--- config.mk ---
export PLATFORM = sky130hd
export DESIGN_NAME = touch_autorange_coordinate_mapper
export DESIGN_NICKNAME = d
export VERILOG_FILES = /design/src/hdl/tacm_pkg.sv /design/src/hdl/tacm_div.sv /design/src/hdl/tacm_dpath.sv /design/src/hdl/tacm_ctrl.sv /design/src/hdl/touch_autorange_coordinate_mapper.sv
export SDC_FILE = /design/constraint.sdc
export NUM_CORES = 1
export LEC_CHECK = 0
export BUFFER_PORTS_ARGS = -buffer_cell sky130_fd_sc_hd__clkbuf_2
export CELL_PAD_IN_SITES_DETAIL_PLACEMENT = 1
export CELL_PAD_IN_SITES_GLOBAL_PLACEMENT = 1
export CORE_ASPECT_RATIO = 2
export CORE_UTILIZATION = 50
export CTS_CLUSTER_SIZE = 12
export DETAILED_ROUTE_END_ITERATION = 12
export PLACE_DENSITY_LB_ADDON = 0.1
export SLEW_MARGIN = 0
export SYNTH_ARGS = -nofsm -noshare
export SYNTH_HDL_FRONTEND = slang
export SYNTH_SLANG_ARGS = --single-unit
--- constraint.sdc ---
create_clock -name clk -period 10 [get_ports clk]
set_clock_uncertainty 0.2 [all_clocks]
set_input_delay 2 -clock clk [delete_from_list [all_inputs] [get_ports clk]]
set_output_delay 2 -clock clk [all_outputs]
set_load 0.05 [all_outputs]
--- src/hdl/tacm_pkg.sv ---
// Package for the touch auto-range coordinate mapper.
// Holds the field widths, reset constants, register indexes, controller states and command/status
// structs. No dependencies.
package tacm_pkg;

  localparam int COORD_W = 12;
  localparam int RAW_W = 12;
  localparam int PROD_W = 2 * COORD_W;
  localparam int CNT_W = $clog2(COORD_W);

  // Converter resolution. Raw readings are masked to this many bits.
  localparam int ADC_BITS = 12;
  localparam logic [RAW_W-1:0] RAW_MASK =
    (ADC_BITS >= RAW_W) ? {RAW_W{1'b1}} : RAW_W'((1 << ADC_BITS) - 1);

  // Reset values of the bounds and the screen size.
  localparam logic [COORD_W-1:0] MIN_X_RST = COORD_W'(200);
  localparam logic [COORD_W-1:0] MAX_X_RST = COORD_W'(3700);
  localparam logic [COORD_W-1:0] MIN_Y_RST = COORD_W'(240);
  localparam logic [COORD_W-1:0] MAX_Y_RST = COORD_W'(3800);
  localparam logic [COORD_W-1:0] WIDTH_RST = COORD_W'(320);
  localparam logic [COORD_W-1:0] HEIGHT_RST = COORD_W'(240);

  // Configuration register indexes.
  localparam int CFG_IDX_W = 2;
  localparam logic [CFG_IDX_W-1:0] REG_SCREEN_WIDTH = CFG_IDX_W'(0);
  localparam logic [CFG_IDX_W-1:0] REG_SCREEN_HEIGHT = CFG_IDX_W'(1);

  typedef enum logic [2:0] {
    ST_IDLE,
    ST_UPDATE,
    ST_MULT,
    ST_DIVIDE,
    ST_FINISH,
    ST_PUSH
  } state_t;

  typedef struct packed {
    logic capture;    // latch the input beat
    logic update;     // widen the bounds
    logic start_div;  // multiply and load both divider lanes
    logic div_step;   // one quotient bit per lane
    logic finish;     // form the held coordinates
    logic load_out;   // move held values into the output register
  } cmd_t;

  typedef struct packed {
    logic touched;    // latched touched flag
    logic out_free;   // output register can take a beat this cycle
  } status_t;

endpackage

--- src/hdl/tacm_div.sv ---
// One restoring divider lane: 24-bit dividend by 12-bit divisor, one quotient bit per step.
// Quotient must fit in 12 bits (upper dividend half below the divisor). Uses tacm_pkg.
module tacm_div (
  input  logic                            clk,
  input  logic                            load,
  input  logic                            step,
  input  logic [tacm_pkg::PROD_W-1:0]     dividend,
  input  logic [tacm_pkg::COORD_W-1:0]    divisor,
  output logic [tacm_pkg::COORD_W-1:0]    quotient
);

  logic [tacm_pkg::COORD_W-1:0] rem;
  logic [tacm_pkg::COORD_W-1:0] acc;
  logic [tacm_pkg::COORD_W-1:0] divisor_q;
  logic [tacm_pkg::COORD_W:0]   shifted;
  logic [tacm_pkg::COORD_W:0]   trial;

  assign shifted = {rem, acc[tacm_pkg::COORD_W-1]};
  assign trial = shifted - {1'b0, divisor_q};

  always_ff @(posedge clk) begin
    if (load) begin
      rem <= dividend[tacm_pkg::PROD_W-1:tacm_pkg::COORD_W];
      acc <= dividend[tacm_pkg::COORD_W-1:0];
      divisor_q <= divisor;
    end else if (step) begin
      // remainder stays below the divisor, so the shifted value fits the field
      if (!trial[tacm_pkg::COORD_W]) begin
        rem <= trial[tacm_pkg::COORD_W-1:0];
      end else begin
        rem <= shifted[tacm_pkg::COORD_W-1:0];
      end
      acc <= {acc[tacm_pkg::COORD_W-2:0], ~trial[tacm_pkg::COORD_W]};
    end
  end

  assign quotient = acc;

endmodule

--- src/hdl/tacm_dpath.sv ---
// Datapath: input latch, bounds, screen size registers, multiply, two divider lanes,
// held coordinates and output register. Uses tacm_pkg and tacm_div.
module tacm_dpath (
  input  logic                               clk,
  input  logic                               rst,
  input  tacm_pkg::cmd_t                     cmd,
  output tacm_pkg::status_t                  status,
  input  logic                               touched,
  input  logic [tacm_pkg::RAW_W-1:0]         raw_x,
  input  logic [tacm_pkg::RAW_W-1:0]         raw_y,
  input  logic                               cfg_valid,
  input  logic [tacm_pkg::CFG_IDX_W-1:0]     cfg_index,
  input  logic [tacm_pkg::COORD_W-1:0]       cfg_data,
  output logic                               out_valid,
  input  logic                               out_stall,
  output logic [tacm_pkg::COORD_W-1:0]       screen_x,
  output logic [tacm_pkg::COORD_W-1:0]       screen_y,
  output logic                               pressed
);

  logic                            touched_q;
  logic [tacm_pkg::COORD_W-1:0]    rx_q;
  logic [tacm_pkg::COORD_W-1:0]    ry_q;
  logic [tacm_pkg::COORD_W-1:0]    min_x;
  logic [tacm_pkg::COORD_W-1:0]    max_x;
  logic [tacm_pkg::COORD_W-1:0]    min_y;
  logic [tacm_pkg::COORD_W-1:0]    max_y;
  logic [tacm_pkg::COORD_W-1:0]    width;
  logic [tacm_pkg::COORD_W-1:0]    height;
  logic [tacm_pkg::COORD_W-1:0]    held_x;
  logic [tacm_pkg::COORD_W-1:0]    held_y;

  logic [tacm_pkg::COORD_W-1:0]    delta_x;
  logic [tacm_pkg::COORD_W-1:0]    delta_y;
  logic [tacm_pkg::COORD_W-1:0]    span_x;
  logic [tacm_pkg::COORD_W-1:0]    span_y;
  logic [tacm_pkg::COORD_W-1:0]    mag_x;
  logic [tacm_pkg::COORD_W-1:0]    mag_y;
  logic [tacm_pkg::PROD_W-1:0]     prod_x;
  logic [tacm_pkg::PROD_W-1:0]     prod_y;
  logic [tacm_pkg::COORD_W-1:0]    quo_x;
  logic [tacm_pkg::COORD_W-1:0]    quo_y;

  // input latch
  always_ff @(posedge clk) begin
    if (cmd.capture) begin
      touched_q <= touched;
      rx_q <= raw_x & tacm_pkg::RAW_MASK;
      ry_q <= raw_y & tacm_pkg::RAW_MASK;
    end
  end

  // bounds only widen, so max > min always holds
  always_ff @(posedge clk) begin
    if (rst) begin
      min_x <= tacm_pkg::MIN_X_RST;
      max_x <= tacm_pkg::MAX_X_RST;
      min_y <= tacm_pkg::MIN_Y_RST;
      max_y <= tacm_pkg::MAX_Y_RST;
    end else if (cmd.update) begin
      if (rx_q < min_x) begin
        min_x <= rx_q;
      end
      if (rx_q > max_x) begin
        max_x <= rx_q;
      end
      if (ry_q < min_y) begin
        min_y <= ry_q;
      end
      if (ry_q > max_y) begin
        max_y <= ry_q;
      end
    end
  end

  always_ff @(posedge clk) begin
    if (rst) begin
      width <= tacm_pkg::WIDTH_RST;
      height <= tacm_pkg::HEIGHT_RST;
    end else if (cfg_valid) begin
      unique case (cfg_index)
        tacm_pkg::REG_SCREEN_WIDTH:  width <= cfg_data;
        tacm_pkg::REG_SCREEN_HEIGHT: height <= cfg_data;
        default: ;
      endcase
    end
  end

  // size >= 1: coord = size - delta*(size-1)/span; size 0: coord = delta/span
  assign delta_x = rx_q - min_x;
  assign delta_y = ry_q - min_y;
  assign span_x = max_x - min_x;
  assign span_y = max_y - min_y;
  assign mag_x = (width == '0) ? tacm_pkg::COORD_W'(1) : width - tacm_pkg::COORD_W'(1);
  assign mag_y = (height == '0) ? tacm_pkg::COORD_W'(1) : height - tacm_pkg::COORD_W'(1);
  assign prod_x = tacm_pkg::PROD_W'(delta_x) * tacm_pkg::PROD_W'(mag_x);
  assign prod_y = tacm_pkg::PROD_W'(delta_y) * tacm_pkg::PROD_W'(mag_y);

  tacm_div u_div_x (
    .clk      (clk),
    .load     (cmd.start_div),
    .step     (cmd.div_step),
    .dividend (prod_x),
    .divisor  (span_x),
    .quotient (quo_x)
  );

  tacm_div u_div_y (
    .clk      (clk),
    .load     (cmd.start_div),
    .step     (cmd.div_step),
    .dividend (prod_y),
    .divisor  (span_y),
    .quotient (quo_y)
  );

  always_ff @(posedge clk) begin
    if (rst) begin
      held_x <= '0;
      held_y <= '0;
    end else if (cmd.finish) begin
      held_x <= (width == '0) ? quo_x : width - quo_x;
      held_y <= (height == '0) ? quo_y : height - quo_y;
    end
  end

  // output register
  always_ff @(posedge clk) begin
    if (rst) begin
      out_valid <= 1'b0;
    end else if (cmd.load_out) begin
      out_valid <= 1'b1;
    end else if (!out_stall) begin
      out_valid <= 1'b0;
    end
  end

  always_ff @(posedge clk) begin
    if (cmd.load_out) begin
      screen_x <= held_x;
      screen_y <= held_y;
      pressed <= touched_q;
    end
  end

  assign status.touched = touched_q;
  assign status.out_free = !out_valid || !out_stall;

endmodule

--- src/hdl/tacm_ctrl.sv ---
// Controller state machine: sequences capture, bound update, multiply, divide and output load.
// Uses tacm_pkg.
module tacm_ctrl (
  input  logic                clk,
  input  logic                rst,
  input  logic                in_valid,
  output logic                in_stall,
  input  tacm_pkg::status_t   status,
  output tacm_pkg::cmd_t      cmd
);

  tacm_pkg::state_t              state;
  tacm_pkg::state_t              state_next;
  logic [tacm_pkg::CNT_W-1:0]    step_cnt;
  logic [tacm_pkg::CNT_W-1:0]    step_cnt_next;

  always_ff @(posedge clk) begin
    if (rst) begin
      state <= tacm_pkg::ST_IDLE;
      step_cnt <= '0;
    end else begin
      state <= state_next;
      step_cnt <= step_cnt_next;
    end
  end

  always_comb begin
    state_next = state;
    step_cnt_next = step_cnt;
    unique case (state)
      tacm_pkg::ST_IDLE: begin
        if (in_valid) begin
          state_next = tacm_pkg::ST_UPDATE;
        end
      end
      tacm_pkg::ST_UPDATE: begin
        state_next = status.touched ? tacm_pkg::ST_MULT : tacm_pkg::ST_PUSH;
      end
      tacm_pkg::ST_MULT: begin
        state_next = tacm_pkg::ST_DIVIDE;
        step_cnt_next = tacm_pkg::CNT_W'(tacm_pkg::COORD_W - 1);
      end
      tacm_pkg::ST_DIVIDE: begin
        step_cnt_next = step_cnt - tacm_pkg::CNT_W'(1);
        if (step_cnt == '0) begin
          state_next = tacm_pkg::ST_FINISH;
        end
      end
      tacm_pkg::ST_FINISH: begin
        state_next = tacm_pkg::ST_PUSH;
      end
      tacm_pkg::ST_PUSH: begin
        if (status.out_free) begin
          state_next = tacm_pkg::ST_IDLE;
        end
      end
      default: begin
        state_next = tacm_pkg::ST_IDLE;
      end
    endcase
  end

  always_comb begin
    cmd = '0;
    in_stall = 1'b1;
    unique case (state)
      tacm_pkg::ST_IDLE: begin
        in_stall = 1'b0;
        cmd.capture = in_valid;
      end
      tacm_pkg::ST_UPDATE: cmd.update = status.touched;
      tacm_pkg::ST_MULT:   cmd.start_div = 1'b1;
      tacm_pkg::ST_DIVIDE: cmd.div_step = 1'b1;
      tacm_pkg::ST_FINISH: cmd.finish = 1'b1;
      tacm_pkg::ST_PUSH:   cmd.load_out = status.out_free;
      default: ;
    endcase
  end

endmodule

--- src/hdl/touch_autorange_coordinate_mapper.sv ---
// Touch auto-range coordinate mapper, top level.
// Sequence: a press beat, once accepted, passes capture, bound update, multiply, 12 restoring
// divide steps, finish and load into the output register; a release beat skips multiply, divide and finish.
// One beat at a time: a new beat is accepted only after the last one is loaded and the FSM is
// back in idle. The 12-step divider lanes (X and Y) run side by side.
// Output register lets the next beat start early; the load waits while a beat still waits there stalled.
// Reset (rst, synchronous): bounds, screen size and held coordinates to defaults, FSM idle.
module touch_autorange_coordinate_mapper (
  input  logic                                 clk,
  input  logic                                 rst,
  // sample channel
  input  logic                                 in_valid,
  output logic                                 in_stall,
  input  logic                                 touched,
  input  logic [tacm_pkg::RAW_W-1:0]           raw_x,
  input  logic [tacm_pkg::RAW_W-1:0]           raw_y,
  // coordinate channel
  output logic                                 out_valid,
  input  logic                                 out_stall,
  output logic [tacm_pkg::COORD_W-1:0]         screen_x,
  output logic [tacm_pkg::COORD_W-1:0]         screen_y,
  output logic                                 pressed,
  // register write channel: 0 screen_width, 1 screen_height, others ignored
  input  logic                                 cfg_valid,
  output logic                                 cfg_ready,
  input  logic [tacm_pkg::CFG_IDX_W-1:0]       cfg_index,
  input  logic [tacm_pkg::COORD_W-1:0]         cfg_data
);

  tacm_pkg::cmd_t     cmd;
  tacm_pkg::status_t  status;

  // registers must be written only while idle (the block does not enforce this), so writes are always taken
  assign cfg_ready = 1'b1;

  // sequencer: IDLE -> UPDATE -> (MULT -> DIVIDE x12 -> FINISH) -> PUSH
  tacm_ctrl u_ctrl (
    .clk      (clk),
    .rst      (rst),
    .in_valid (in_valid),
    .in_stall (in_stall),
    .status   (status),
    .cmd      (cmd)
  );

  // bounds, mapping arithmetic, held coordinates and output register
  tacm_dpath u_dpath (
    .clk       (clk),
    .rst       (rst),
    .cmd       (cmd),
    .status    (status),
    .touched   (touched),
    .raw_x     (raw_x),
    .raw_y     (raw_y),
    .cfg_valid (cfg_valid && cfg_ready),
    .cfg_index (cfg_index),
    .cfg_data  (cfg_data),
    .out_valid (out_valid),
    .out_stall (out_stall),
    .screen_x  (screen_x),
    .screen_y  (screen_y),
    .pressed   (pressed)
  );

  // one command per cycle at most
  a_cmd_onehot: assert property (@(posedge clk) disable iff (rst)
    $onehot0({cmd.capture, cmd.update, cmd.start_div, cmd.div_step, cmd.finish, cmd.load_out}))
    else $error("more than one datapath command active");

  // an accepted beat is latched and the block goes busy
  a_accept_busy: assert property (@(posedge clk) disable iff (rst)
    (in_valid && !in_stall) |-> cmd.capture ##1 in_stall)
    else $error("accepted beat not captured or block not busy");

  // output load never overwrites a beat still waiting
  a_no_overwrite: assert property (@(posedge clk) disable iff (rst)
    cmd.load_out |-> (!out_valid || !out_stall))
    else $error("output register overwritten while stalled");

  // a load always presents a beat next cycle
  a_load_shows: assert property (@(posedge clk) disable iff (rst)
    cmd.load_out |=> out_valid)
    else $error("loaded beat not presented");

endmodule
==> summary.txt <==
Run status
  • Run status: finished clean

Logic synthesis
  • Asr flop ratio synth: 0%
  • Seq/Total Area, Yosys: 24.9%
  • Largest cells by area after synthesis: fa_1, edfxtp_1, ha_1
  • Cell Area, Synth: 0.0231 mm^2
  • Synth top area share: 18.0%
  • Dominant synthesized flop cell: edfxtp_1
  • Most frequent cell after synthesis: inv_1
  • Distinct cells, synth: 85
  • Avg Cell Area, Syn: 8.95 um^2
  • Synth Instances: 2582
  • Yosys warning count: 0
  • Synth area leader: fa_1
  • Post-synth EDFFs: 122
  • Post-Syn Nets: 3078
  • Synth top cells by count: inv_1, nand2_1, ha_1, nor2_1, fa_1
  • Synth Register Bits: 226

Route
  • First-pass DRT Iterations: 5
  • Vias: 18345
  • Final WL: 69400 um
  • DRT iter0 DRCs: 590
  • Via density: 5.74
  • Routed wire per std cell: 21.7 um
  • DR DRC count: 0
  • Final ANT Viol Nets: 0

Placed design
  • Buffers on Ports: 70
  • RD Place Congestion: 0.934
  • DPL Wire Length: 57200 um

CTS
  • Post-CTS setup buffer count: 0
  • CTS root buf: clkbuf_16
  • TritonCTS buffer count: 24
  • Worst-path clk slew: 0.06 ns
  • CTS H-tree depth: 1
  • Post-CTS resize count: 0
  • Max Root-Sink Buffers: 3
  • Clk Latency, worst-skew pair: 0.53 ns
  • Clock sinks: 226
  • CTS tree: yes
  • Hold-fix buffers, CTS: 0

Global routing
  • Vias in the first global route: 21200
  • Total GRT Usage: 30.4%
  • Congestion Overflow GR: 0
  • Largest net degree at the start of global routing: 81
  • First-pass GRT wire length: 111000 um
  • Initial antenna violation count: 2

Floorplanning
  • Core area: 0.0457 mm^2
  • Die span in x: 154 um
  • Height of the die: 306 um
  • Num rows: 111
  • Starting Density: 50.6%
  • Die area: 0.0471 mm^2
  • I/O Pins: 72

STA
  • Fin crit share: 79.5%
  • Final Max Slew Viols: 0
  • Setup TNS: 0 ns
  • RSZ-0062 raised after global routing: no
  • # setup viols final: 0
  • FMAX: 126 MHz
  • Actual slew at the worst max-slew pin: 1.36 ns
  • Slew margin rel.: 8.69%
  • Minimum clock period: 7.95 ns
  • Hold Vio Cnt, Final: 0

Final layout
  • Multi-input logic area: 0.0155 mm^2
  • Register Area: 0.00575 mm^2
  • Final Net Count: 3110
  • FILL cells: 5352
  • Synth-to-layout area growth: 6.88%
  • Share of layout cells above drive strength 1: 6.69%

Setup path
  • Worst Setup End Kind: register
  • CP startpoint kind: register
  • Data required, critical path: 10.05 ns
  • CP Class: reg -> reg
  • Critical path arrival: 8.00 ns
  • Critical path peak fanout: 12

Hold path
  • HP Class: reg -> reg

Run
  • Total of max-cap violations: 0
==> cell families after synthesis <==
family / share of synthesized area (%)
simple gates: 16.4
mux: 3.72
xor+xnor: 4.16
buf+inv: 8.08
compound gates: 11.5
fa+ha+maj: 31.2
flops: 24.9
other cells: 0.0162
==> area by class of cell <==
type,instances,area share [%]
well taps,565,2.86
diodes,1,0.0101
multi-input cells,1876,62.8
clock buffers,41,2.90
inverters,391,5.94
flip-flops and latches,226,23.3
repair buffers,95,2.18
clock inverters,3,0.0760
==> through the flow <==
stage | utilization, % | hold WS (ns) | instance area, um^2 | setup slack (ns) | std cells
finish | 54.0 | 0.229 | 24700 | 2.05 | 3198
global route | 54.0 | 0.244 | 24700 | 1.59 | 3198
CTS | 54.0 | 0.235 | 24700 | 2.05 | 3197
detailed placement | 52.4 | 0.218 | 24000 | 2.07 | 3153
global placement | 52.4 | 0.213 | 24000 | 2.26 | 3153
floorplan | - | 0.203 | 23100 | 2.96 | 2582
==> critical path: stages (launching register included) <==
cell and delay (ns):
edfxtp_1 0.40, inv_1 0.11, ha_1 0.19, inv_1 0.06, fa_1 0.44, a21o_1 0.20
a21oi_2 0.25, o21a_1 0.18, nor2_1 0.05, a21oi_1 0.17, xnor2_1 0.56, nand2_1 0.20
fa_1 0.57, fa_1 0.52, inv_1 0.06, fa_1 0.50, fa_1 0.64, inv_1 0.10
fa_1 0.49, inv_1 0.05, ha_1 0.23, or2_2 0.32, o211ai_1 0.32, a21oi_1 0.14
nor2_1 0.19, mux2_2 0.36, o2111ai_1 0.09, o21ai_1 0.08
==> per-layer routing <==
metal	wire length, um	track usage (%)	vias to the layer above
met5	12	0	-
met4	5100	20.8	2
met3	1270	2.18	202
met2	40100	62.0	280
met1	23000	27.8	9258
li1	-	-	8603
==> registers in the layout, summed over array words and instances, names as in the netlist, 12 cells and up <==
| name | flops |
|---|---|
| u_dpath.max_x | 12 |
| u_dpath.width | 12 |
| u_dpath.min_x | 12 |
| u_dpath.ry_q | 12 |
| u_dpath.held_y | 12 |
| u_dpath.max_y | 12 |
| u_dpath.rx_q | 12 |
| u_dpath.u_div_y.rem | 12 |
| u_dpath.u_div_y.quotient | 12 |
| u_dpath.height | 12 |
| u_dpath.u_div_x.rem | 12 |
| u_dpath.screen_y | 12 |
| u_dpath.u_div_x.divisor_q | 12 |
| u_dpath.screen_x | 12 |
| u_dpath.held_x | 12 |
| u_dpath.u_div_y.divisor_q | 12 |
| u_dpath.u_div_x.quotient | 12 |
| u_dpath.min_y | 12 |
==> final timing paths <==
| kind | startpoint | endpoint | slack, ns | depth (start not counted) |
|---|---|---|---|---|
| worst min-delay path | u_dpath.held_y[0] | u_dpath.screen_y[0] | 0.23 | 0 |
| worst max register to register | u_dpath.rx_q[0] | u_dpath.u_div_x.rem[6] | 2.05 | 27 |
| worst max-delay path | u_dpath.rx_q[0] | u_dpath.u_div_x.rem[6] | 2.05 | 27 |
| worst min register to register | u_dpath.held_y[0] | u_dpath.screen_y[0] | 0.23 | 0 |
==> cells in the final DEF (no fill, tap or decap), types with 7 or more instances in the layout <==
| cell | n |
|---|---|
| nor3b_1 | 7 |
| or3_1 | 17 |
| nor4_1 | 7 |
| and2_1 | 29 |
| o21ai_0 | 87 |
| o211ai_1 | 22 |
| o21a_1 | 30 |
| nor2b_1 | 40 |
| ha_1 | 244 |
| nor3_1 | 45 |
| nand3_1 | 31 |
| and3_1 | 16 |
| buf_4 | 25 |
| clkbuf_16 | 25 |
| fa_1 | 208 |
| nand2b_1 | 34 |
| a21oi_1 | 116 |
| or2_2 | 10 |
| xnor2_1 | 65 |
| nor2_1 | 213 |
| edfxtp_1 | 122 |
| nand3b_1 | 10 |
| clkbuf_1 | 13 |
| nor2_2 | 7 |
| inv_1 | 388 |
| a21o_1 | 31 |
| a31oi_1 | 10 |
| nand2_1 | 320 |
| nand4_1 | 7 |
| xor2_1 | 43 |
| o31ai_1 | 10 |
| dfxtp_1 | 104 |
| mux2i_1 | 78 |
| clkbuf_2 | 69 |
| a311oi_1 | 11 |
| a21boi_0 | 14 |
| a211oi_1 | 11 |
Power is not shown: default switching activity piles up to over one toggle a cycle in this logic, so the estimate is an artifact.
